==> config.mk <==
export PLATFORM = sky130hd
export DESIGN_NAME = ordered_value_list_core
export DESIGN_NICKNAME = d
export VERILOG_FILES = /design/src/hw/rtl/ovl_pkg.sv /design/src/hw/rtl/ovl_cell.sv /design/src/hw/rtl/ordered_value_list_core.sv
export SDC_FILE = /design/constraint.sdc
export NUM_CORES = 1
export LEC_CHECK = 0
export BUFFER_PORTS_ARGS = -buffer_cell sky130_fd_sc_hd__buf_2
export CAP_MARGIN = 10
export CORE_UTILIZATION = 30
export CTS_CLUSTER_DIAMETER = 30
export DETAILED_ROUTE_END_ITERATION = 12
export GPL_ROUTABILITY_DRIVEN = 0
export PLACE_DENSITY = 0.5
export SLEW_MARGIN = 30
export SYNTH_ARGS = -nofsm -noshare
export SYNTH_HDL_FRONTEND = slang
export SYNTH_SLANG_ARGS = --single-unit
export TNS_END_PERCENT = 100
==> constraint.sdc <==
create_clock -name clock -period 18.4 [get_ports clock]
set_clock_uncertainty 0.2 [all_clocks]
set_input_delay 5.52 -clock clock [delete_from_list [all_inputs] [get_ports clock]]
set_output_delay 5.52 -clock clock [all_outputs]
set_load 0.005 [all_outputs]
==> src/hw/rtl/ovl_pkg.sv <==
package ovl_pkg;

   // Operation codes carried on req_func
   typedef enum logic [2:0] {
      FUNC_PUSH_FRONT = 3'd0,
      FUNC_PUSH_TAIL  = 3'd1,
      FUNC_REMOVE     = 3'd2,
      FUNC_CONTAINS   = 3'd3,
      FUNC_CLEAR      = 3'd4
   } func_type;

   localparam int unsigned VALUE_W = 32;
   localparam int unsigned COUNT_W = 5;

   // Per-cell update broadcast along the chain
   typedef enum logic [1:0] {
      CELL_HOLD,
      CELL_TAKE_PREV,
      CELL_TAKE_NEXT,
      CELL_LOAD_TAIL
   } cell_op_type;

   typedef struct packed {
      cell_op_type               op;
      logic signed [VALUE_W-1:0] value;
   } cell_cmd_type;

endpackage

==> src/hw/rtl/ovl_cell.sv <==
module ovl_cell
   import ovl_pkg::*;
#(
   parameter int unsigned INDEX = 0,
   parameter int unsigned CNT_W = 5
) (
   input  logic                      clock,
   input  cell_cmd_type              cmd,
   input  logic [CNT_W-1:0]          count,
   input  logic signed [VALUE_W-1:0] prev_data,
   input  logic signed [VALUE_W-1:0] next_data,
   input  logic                      match_in,
   output logic                      match_out,
   output logic signed [VALUE_W-1:0] data
);

   logic signed [VALUE_W-1:0] data_ff;
   logic signed [VALUE_W-1:0] data_in;
   logic                      occupied;

   // Cell holds a live entry when its place lies below the count
   assign occupied  = count > CNT_W'(INDEX);
   // Carry the first-match flag toward the tail
   assign match_out = match_in | (occupied & (data_ff == cmd.value));
   assign data      = data_ff;

   // Pick the next entry value
   always_comb begin
      data_in = data_ff;
      unique case (cmd.op)
         CELL_TAKE_PREV: data_in = prev_data;
         CELL_TAKE_NEXT: if (match_out) data_in = next_data;
         CELL_LOAD_TAIL: if (count == CNT_W'(INDEX)) data_in = cmd.value;
         default:        data_in = data_ff;
      endcase
   end

   always_ff @(posedge clock) begin
      data_ff <= data_in;
   end

endmodule

==> src/hw/rtl/ordered_value_list_core.sv <==
// A result is registered and appears in the cycle after its request transfer.
// Throughput: one item per cycle; req_ready stays high while the result register
// is empty or being drained in the same cycle.
// Cycle time is set by the first-match flag rippling through the cell chain.
// Reset clears the entry count and the result valid; cell contents stay
// undefined until written.
module ordered_value_list_core
   import ovl_pkg::*;
#(
   parameter int unsigned LIST_DEPTH = 16
) (
   input  logic                      clock,
   input  logic                      reset,
   input  logic                      req_valid,
   output logic                      req_ready,
   input  logic [2:0]                req_func,
   input  logic signed [VALUE_W-1:0] req_value,
   output logic                      rsp_valid,
   input  logic                      rsp_ready,
   output logic                      rsp_found,
   output logic                      rsp_rejected,
   output logic [COUNT_W-1:0]        rsp_count
);

   localparam int unsigned CNT_W = $clog2(LIST_DEPTH + 1);

   logic                      req_xfer;
   logic                      full;
   logic                      any_match;
   cell_cmd_type              cmd;
   logic [CNT_W-1:0]          count_ff;
   logic [CNT_W-1:0]          count_in;
   logic                      rsp_valid_ff;
   logic                      rsp_valid_in;
   logic                      rsp_found_ff;
   logic                      rsp_found_in;
   logic                      rsp_rejected_ff;
   logic                      rsp_rejected_in;
   logic [COUNT_W-1:0]        rsp_count_ff;
   logic [COUNT_W-1:0]        rsp_count_in;
   logic signed [VALUE_W-1:0] cell_data [LIST_DEPTH];
   logic                      match_chain [LIST_DEPTH+1];

   assign req_ready = !rsp_valid_ff || rsp_ready;
   assign req_xfer  = req_valid && req_ready;
   assign full      = count_ff == CNT_W'(LIST_DEPTH);
   assign match_chain[0] = 1'b0;
   assign any_match = match_chain[LIST_DEPTH];

   // Build the cell command and the new count
   always_comb begin
      cmd.op    = CELL_HOLD;
      cmd.value = req_value;
      count_in  = count_ff;
      rsp_found_in    = 1'b0;
      rsp_rejected_in = 1'b0;
      if (req_xfer) begin
         unique case (req_func)
            FUNC_PUSH_FRONT, FUNC_PUSH_TAIL: begin
               if (full) begin
                  rsp_rejected_in = 1'b1;
               end else begin
                  cmd.op   = (req_func == FUNC_PUSH_FRONT) ? CELL_TAKE_PREV : CELL_LOAD_TAIL;
                  count_in = count_ff + CNT_W'(1);
               end
            end
            FUNC_REMOVE: begin
               cmd.op       = CELL_TAKE_NEXT;
               rsp_found_in = any_match;
               if (any_match) count_in = count_ff - CNT_W'(1);
            end
            FUNC_CONTAINS: rsp_found_in = any_match;
            FUNC_CLEAR:    count_in = '0;
            default:       count_in = count_ff;
         endcase
      end
   end

   // Hold or refresh the result register
   always_comb begin
      rsp_valid_in = rsp_valid_ff && !rsp_ready;
      rsp_count_in = rsp_count_ff;
      if (req_xfer) begin
         rsp_valid_in = 1'b1;
         rsp_count_in = COUNT_W'(count_in);
      end
   end

   always_ff @(posedge clock) begin
      if (reset) begin
         count_ff     <= '0;
         rsp_valid_ff <= 1'b0;
      end else begin
         count_ff     <= count_in;
         rsp_valid_ff <= rsp_valid_in;
      end
   end

   always_ff @(posedge clock) begin
      if (req_xfer) begin
         rsp_found_ff    <= rsp_found_in;
         rsp_rejected_ff <= rsp_rejected_in;
      end
      rsp_count_ff <= rsp_count_in;
   end

   // Row of storage cells, front entry in cell 0
   for (genvar i = 0; i < LIST_DEPTH; i++) begin : g_cell
      logic signed [VALUE_W-1:0] prev_data;
      logic signed [VALUE_W-1:0] next_data;

      if (i == 0) begin : g_head
         assign prev_data = req_value;
      end else begin : g_body
         assign prev_data = cell_data[i-1];
      end

      if (i == LIST_DEPTH - 1) begin : g_tail
         assign next_data = cell_data[i];
      end else begin : g_inner
         assign next_data = cell_data[i+1];
      end

      ovl_cell #(
         .INDEX (i),
         .CNT_W (CNT_W)
      ) u_cell (
         .clock     (clock),
         .cmd       (cmd),
         .count     (count_ff),
         .prev_data (prev_data),
         .next_data (next_data),
         .match_in  (match_chain[i]),
         .match_out (match_chain[i+1]),
         .data      (cell_data[i])
      );
   end

   assign rsp_valid    = rsp_valid_ff;
   assign rsp_found    = rsp_found_ff;
   assign rsp_rejected = rsp_rejected_ff;
   assign rsp_count    = rsp_count_ff;

endmodule

==> results.json, run 1 <==
{
  "vias": 21546,
  "critPathRequiredTime_ps": 12680,
  "first_iter_violations": 3074,
  "ios": 48,
  "synth_sequential_area_ratio_pct": 54.6,
  "track_usage_pct": 21.7,
  "post_synthesis_area_per_instance_sq_um": 12.7,
  "wl_on_met1_microns": 45500,
  "max-slew-margin-rel_pct": 39.3,
  "grt_pass1_wl_microns": 153000,
  "final.period_utilization_pct": 63.1,
  "finalHoldViolCount": 0,
  "detail_route.drc_violations": 0,
  "path_cells": "buf_2 > nand2b_1 > buf_2",
  "worst_ir_drop_vdd_v": 0.0000900,
  "wl_per_cell_microns": 29.7,
  "clockRootBuffer": "clkbuf_16",
  "postCtsHoldBufs": 0,
  "crit_path_top_delay_cell": "nand2b_1",
  "sink_count_of_the_clock_tree": 525,
  "drt-vias-per-instance": 5.93,
  "clock_latency_ps": 720,
  "post_synth_inst_count": 2267,
  "final_layout_setup_total_negative_slack_ps": 0,
  "power.static_leakage_nw": 11.5,
  "postRouteAntennaNets": 0,
  "r2r_cells": 10,
  "cpMostUsedCell": "buf_2",
  "postSynthRegisterBits": 525,
  "firstDrtPassIters": 6,
  "yosys_warnings": 0,
  "met2RoutedLength_microns": 48500,
  "cpLargestDelayFamily": "buffers and inverters",
  "chipWidth_microns": 312,
  "drt_wl_total_microns": 108000,
  "timing_worst_slew_pin_value_ps": 911,
  "ys_dominant_reg_cell": "edfxtp_1",
  "asr_flop_ratio_synth_pct": 0,
  "design.final.nets": 2300,
  "final_period_minus_worst_setup_slack_ps": 11620,
  "critical_path.max_stage_delay_ps": 150,
  "number_of_antenna_violations_at_the_first_check_in_global_routing": 7,
  "max_clock_freq_ghz": 0.0861,
  "distinct_cells_synth": 56,
  "initial_core_util_pct": 30.3,
  "cts.repair.resized": 0,
  "critPathBufInv": 2,
  "cp.depth": 3,
  "detailed_placement_wirelength_estimate_microns": 76700,
  "post_synth_instance_area_sq_mm": 0.0288,
  "crit_path_max_fanout": 3,
  "crit_path_launch_type": "input port",
  "grt_setup_unrepaired": "false",
  "wl_met3_microns": 8230,
  "syn-num-nets": 2312,
  "synth-edff-count": 519,
  "die_y_microns": 312,
  "cts_buffer_depth": 3,
  "drv_slew": 0,
  "fillers": 9192,
  "hold_depth": 2,
  "placeable_core_region_sq_mm": 0.0950,
  "cts_made_buffers": 144,
  "buffers_added_on_ports": 47,
  "clock_transition_time_at_the_flip_flop_clock_pins_of_the_worst_setup_and_hold_paths_ps": 40,
  "worstHoldPathType": "flop to flop",
  "worst-setup-path-type": "input port to output pin",
  "tritoncts": "done",
  "post_cts.repair.setup_buffers": 0,
  "run_status": "finished, final reports clean",
  "layout-drive-gt1-share_pct": 13.8,
  "design.die.area_sq_mm": 0.0972,
  "cts_htree_levels": 4,
  "grt_start_max_net_pins": 204,
  "crit_path_end_kind": "output pin",
  "finalSetupViolations": 0,
  "highest-signal-layer": "met4",
  "drv.max_cap_violation_count": 0,
  "pwr_density_mw_per_mm2": 121,
  "row_count": 113,
  "cp_data_arrival_time_ps": 5900,
  "area_delta_synth_final_pct": 20.1,
  "final_core_util_pct": 36.4,
  "grt_pass1_vias": 20725,
  "fin_worst_hold_slack_ps": 319,
  "grt_remaining_overflow": 0
}
[kinds of logic after synthesis]
group | Yosys count | synth area share (%)
buffers and inverters | 261 | 4.19
adder cells (fa/ha/maj) | 6 | 0.261
AND/OR/NAND/NOR | 432 | 7.97
AO/OA/AOI/OAI | 533 | 17.5
XOR/XNOR | 509 | 15.5
multiplexers | 1 | 0.0348
flip-flops | 525 | 54.6
[metal layers]
layer / GRT usage, % / vias up
met1: 30.2 / 10984
met2: 32.7 / 1273
met5: 0 / -
li1: - / 9059
met4: 11.2 / 0
met3: 3.31 / 230
[worst reg2reg max path: cells and delay by family, from the launching register on]
family / cells / cell delay [ps]
AO/OA/AOI/OAI: 2 / 630
adder cells (fa/ha/maj): 1 / 340
buffers and inverters: 5 / 2840
flip-flops: 1 / 470
AND/OR/NAND/NOR: 2 / 750
[final cells by class]
type	instances	area (sq um)	share of cell area, %
clock inverters	80	729	2.11
repair buffers	91	609	1.76
diodes	4	10.0	0.0290
inverters	12	45.0	0.130
clock buffers	178	3840	11.1
flip-flops and latches	525	15700	45.4
multi-input cells	1481	12000	34.8
well taps	1265	1580	4.58
[registers in the layout, summed over array words and instances, names as in the netlist]
register / count
g_cell.u_cell.data: 512
count_ff: 5
rsp_count: 5
rsp_found: 1
rsp_rejected: 1
rsp_valid: 1
[worst paths after layout]
| check | startpoint | endpoint | slack, ps |
|---|---|---|---|
| max | rsp_ready | req_ready | 6780 |
| min reg2reg | rsp_valid | rsp_valid | 320 |
| max reg2reg | count_ff[1] | g_cell[8].u_cell.data[1] | 13020 |
| min | rsp_valid | rsp_valid | 320 |
[per-stage QoR]
| step | worst slack (ps) | power, mW | instance area (sq um) | instances |
|---|---|---|---|---|
| after floorplan | 7000 | 1.71 | 28800 | 2267 |
| after global placement | 6760 | 1.85 | 29900 | 3373 |
| after detailed placement | 6780 | 1.86 | 30000 | 3373 |
| after CTS | 6780 | 4.21 | 34500 | 3631 |
| after global routing | 6760 | 4.31 | 34600 | 3633 |
| final | 6780 | 4.19 | 34600 | 3636 |
[layout by cell type, fill, tap and decap left out, drive strengths merged, types with 20 or more instances in the layout]
cell type / instances
edfxtp: 519
xnor2: 385
nor3: 20
a21o: 31
nor4: 49
clkbuf: 178
a21oi: 21
nand2: 130
clkinv: 63
nand4: 106
buf: 91
nor2: 22
and2: 31
xor2: 124
nand3: 45
a221o: 433
[power breakdown]
part	switching, mW	internal (mW)
sequential	0.0680	1.41
combinational	0.226	0.144
clock	0.752	1.60
total	1.05	3.15
[synth_stat cells, drive strengths merged, types with 2 or more instances]
cell / count / area, sq um
nor2: 22 / 82.6
nor4b: 2 / 17.5
nor2b: 5 / 31.3
a31oi: 8 / 50.1
edfxtp: 519 / 15600
inv: 12 / 45.0
and2: 31 / 196
dfxtp: 6 / 120
a211oi: 8 / 60.1
ha: 6 / 75.1
o2111ai: 3 / 26.3
a21o: 31 / 233
nand3: 45 / 225
or3: 5 / 31.3
buf: 98 / 594
xor2: 124 / 1090
xnor2: 385 / 3370
nand4: 106 / 669
a21oi: 21 / 105
a221oi: 3 / 26.3
nand2b: 3 / 18.8
nor3: 20 / 100
or2: 3 / 18.8
a221o: 433 / 4330
o21a: 4 / 30.0
nand2: 130 / 488
o21ai: 11 / 55.1
clkbuf: 151 / 567
nor3b: 2 / 15.0
o211ai: 2 / 15.0
or4: 2 / 18.8
nor4: 49 / 325
and3: 4 / 25.0
No activity file was read; power rests on OpenSTA's default activity.
==> run 2: changes to the inputs <==
clock period = 11.66 ns   (was 18.4 ns; I/O delays follow)
==> run 2 against run 1 <==
- final cell count grew 0.22%
- largest cell class unchanged
- critical path depth is the same
- via count grew 0.43%
- largest power group unchanged
==> results.json, run 2 (same netlist as run 1, synthesis figures left out) <==
{
  "area_delta_synth_final_pct": 21.9,
  "design.die.area_sq_mm": 0.0972,
  "design.final.nets": 2299,
  "final_layout_setup_total_negative_slack_ps": 0,
  "layout-drive-gt1-share_pct": 13.9,
  "worst-setup-path-type": "input port to output pin",
  "run_status": "finished, final reports clean",
  "worstHoldPathType": "flop to flop",
  "crit_path_end_kind": "output pin",
  "drt-vias-per-instance": 5.94,
  "detailed_placement_wirelength_estimate_microns": 77900,
  "drv.max_cap_violation_count": 0,
  "cts_buffer_depth": 3,
  "buffers_added_on_ports": 47,
  "cts_htree_levels": 4,
  "final.period_utilization_pct": 65.0,
  "tritoncts": "done",
  "power.static_leakage_nw": 11.7,
  "crit_path_launch_type": "input port",
  "max_clock_freq_ghz": 0.132,
  "post_cts.repair.setup_buffers": 0,
  "vias": 21639,
  "cts.repair.resized": 0,
  "cts_made_buffers": 148,
  "pwr_density_mw_per_mm2": 201,
  "finalSetupViolations": 0,
  "total_power_mw": 7.03,
  "postCtsHoldBufs": 0,
  "max-slew-margin-rel_pct": 30.2,
  "timing_worst_slew_pin_value_ps": 1040,
  "crit_path_max_fanout": 3,
  "layout.cells.most_common": "edfxtp_1",
  "sink_count_of_the_clock_tree": 525,
  "chipWidth_microns": 312,
  "clockRootBuffer": "clkbuf_16",
  "first_iter_violations": 3136,
  "final_period_minus_worst_setup_slack_ps": 7570,
  "wl_per_cell_microns": 30.5,
  "row_count": 113,
  "drv_slew": 0,
  "placeable_core_region_sq_mm": 0.0950,
  "clock_latency_ps": 740,
  "initial_core_util_pct": 30.3,
  "drt_wl_total_microns": 111000,
  "grt_setup_unrepaired": "false",
  "detail_route.drc_violations": 0,
  "grt_start_max_net_pins": 215,
  "grt_remaining_overflow": 0,
  "ios": 48,
  "grt_pass1_vias": 20976,
  "finalHoldViolCount": 0,
  "number_of_antenna_violations_at_the_first_check_in_global_routing": 7,
  "commonest_cells_after_routing_fill_and_taps_aside": "edfxtp_1, a221o_1, xnor2_1",
  "worst_ir_drop_vdd_v": 0.000147,
  "firstDrtPassIters": 6,
  "critPathRequiredTime_ps": 7960,
  "track_usage_pct": 22.4,
  "cp_data_arrival_time_ps": 3880,
  "largest_reg_flops": 512,
  "clock_transition_time_at_the_flip_flop_clock_pins_of_the_worst_setup_and_hold_paths_ps": 40,
  "die_y_microns": 312,
  "fillers": 9141,
  "grt_pass1_wl_microns": 158000,
  "postRouteAntennaNets": 0
}
## run 2: cell types whose count changed in the layout (fill, tap and decap cells not counted), moves of 3 or more
| cell | previous run | this run |
|---|---|---|
| buf_4 | 39 | 34 |
| clkinv_2 | 30 | 22 |
| clkinv_1 | 26 | 29 |
| bufinv_16 | 10 | 23 |
| clkinv_16 | 0 | 7 |
## run 2: path summary, 6_finish.rpt
kind / depth (start not counted) / from / slack [ps] / end
setup / recovery: 3 / rsp_ready / 4090 / req_ready
hold / removal: 2 / rsp_valid / 310 / rsp_valid
setup reg to reg: 10 / count_ff[1] / 7300 / g_cell[10].u_cell.data[18]
hold reg to reg: 2 / rsp_valid / 310 / rsp_valid
## run 2: report_power, final
part | leakage [nW] | switching [mW] | internal [mW]
logic | 4.38 | 0.366 | 0.227
registers | 4.86 | 0.110 | 2.22
clock network | 2.45 | 1.28 | 2.83
total | 11.7 | 1.75 | 5.28
## run 2: worst max-delay path, cell delays in order
cell and delay [ps]:
buf_2 90, nand2b_1 150, buf_2 130
## run 2: final cells by class
cell class | count | area, sq um | area share, %
repair buffers | 86 | 581 | 1.66
multi-input cells | 1481 | 12000 | 34.3
inverters | 12 | 45.0 | 0.128
diodes | 5 | 12.5 | 0.0357
well taps | 1265 | 1580 | 4.51
clock inverters | 95 | 1290 | 3.69
clock buffers | 175 | 3800 | 10.8
flip-flops and latches | 525 | 15700 | 44.8
## run 2: stage by stage
stage | util, % | cells | hold WS [ps] | instance area [sq um] | setup slack, ps
global placement | 31.5 | 3368 | 311 | 29900 | 4080
finish | 36.9 | 3644 | 312 | 35100 | 4090
detailed placement | 31.5 | 3368 | 311 | 29900 | 4070
CTS | 36.9 | 3638 | 318 | 35000 | 4080
global route | 36.9 | 3644 | 384 | 35100 | 4030
floorplan | - | 2267 | 330 | 28800 | 3400
## run 2: metal layers
layer  vias to the layer above  share of wire, %  wire length, microns  GRT usage (%)
met5                         -                 0                     0              0
met4                         0               5.5                  6090           13.6
met3                       209               7.3                  8060           3.55
met2                      1239                46                 50800           34.1
met1                     11129                41                 46000           29.9
li1                       9062                 -                     -              -
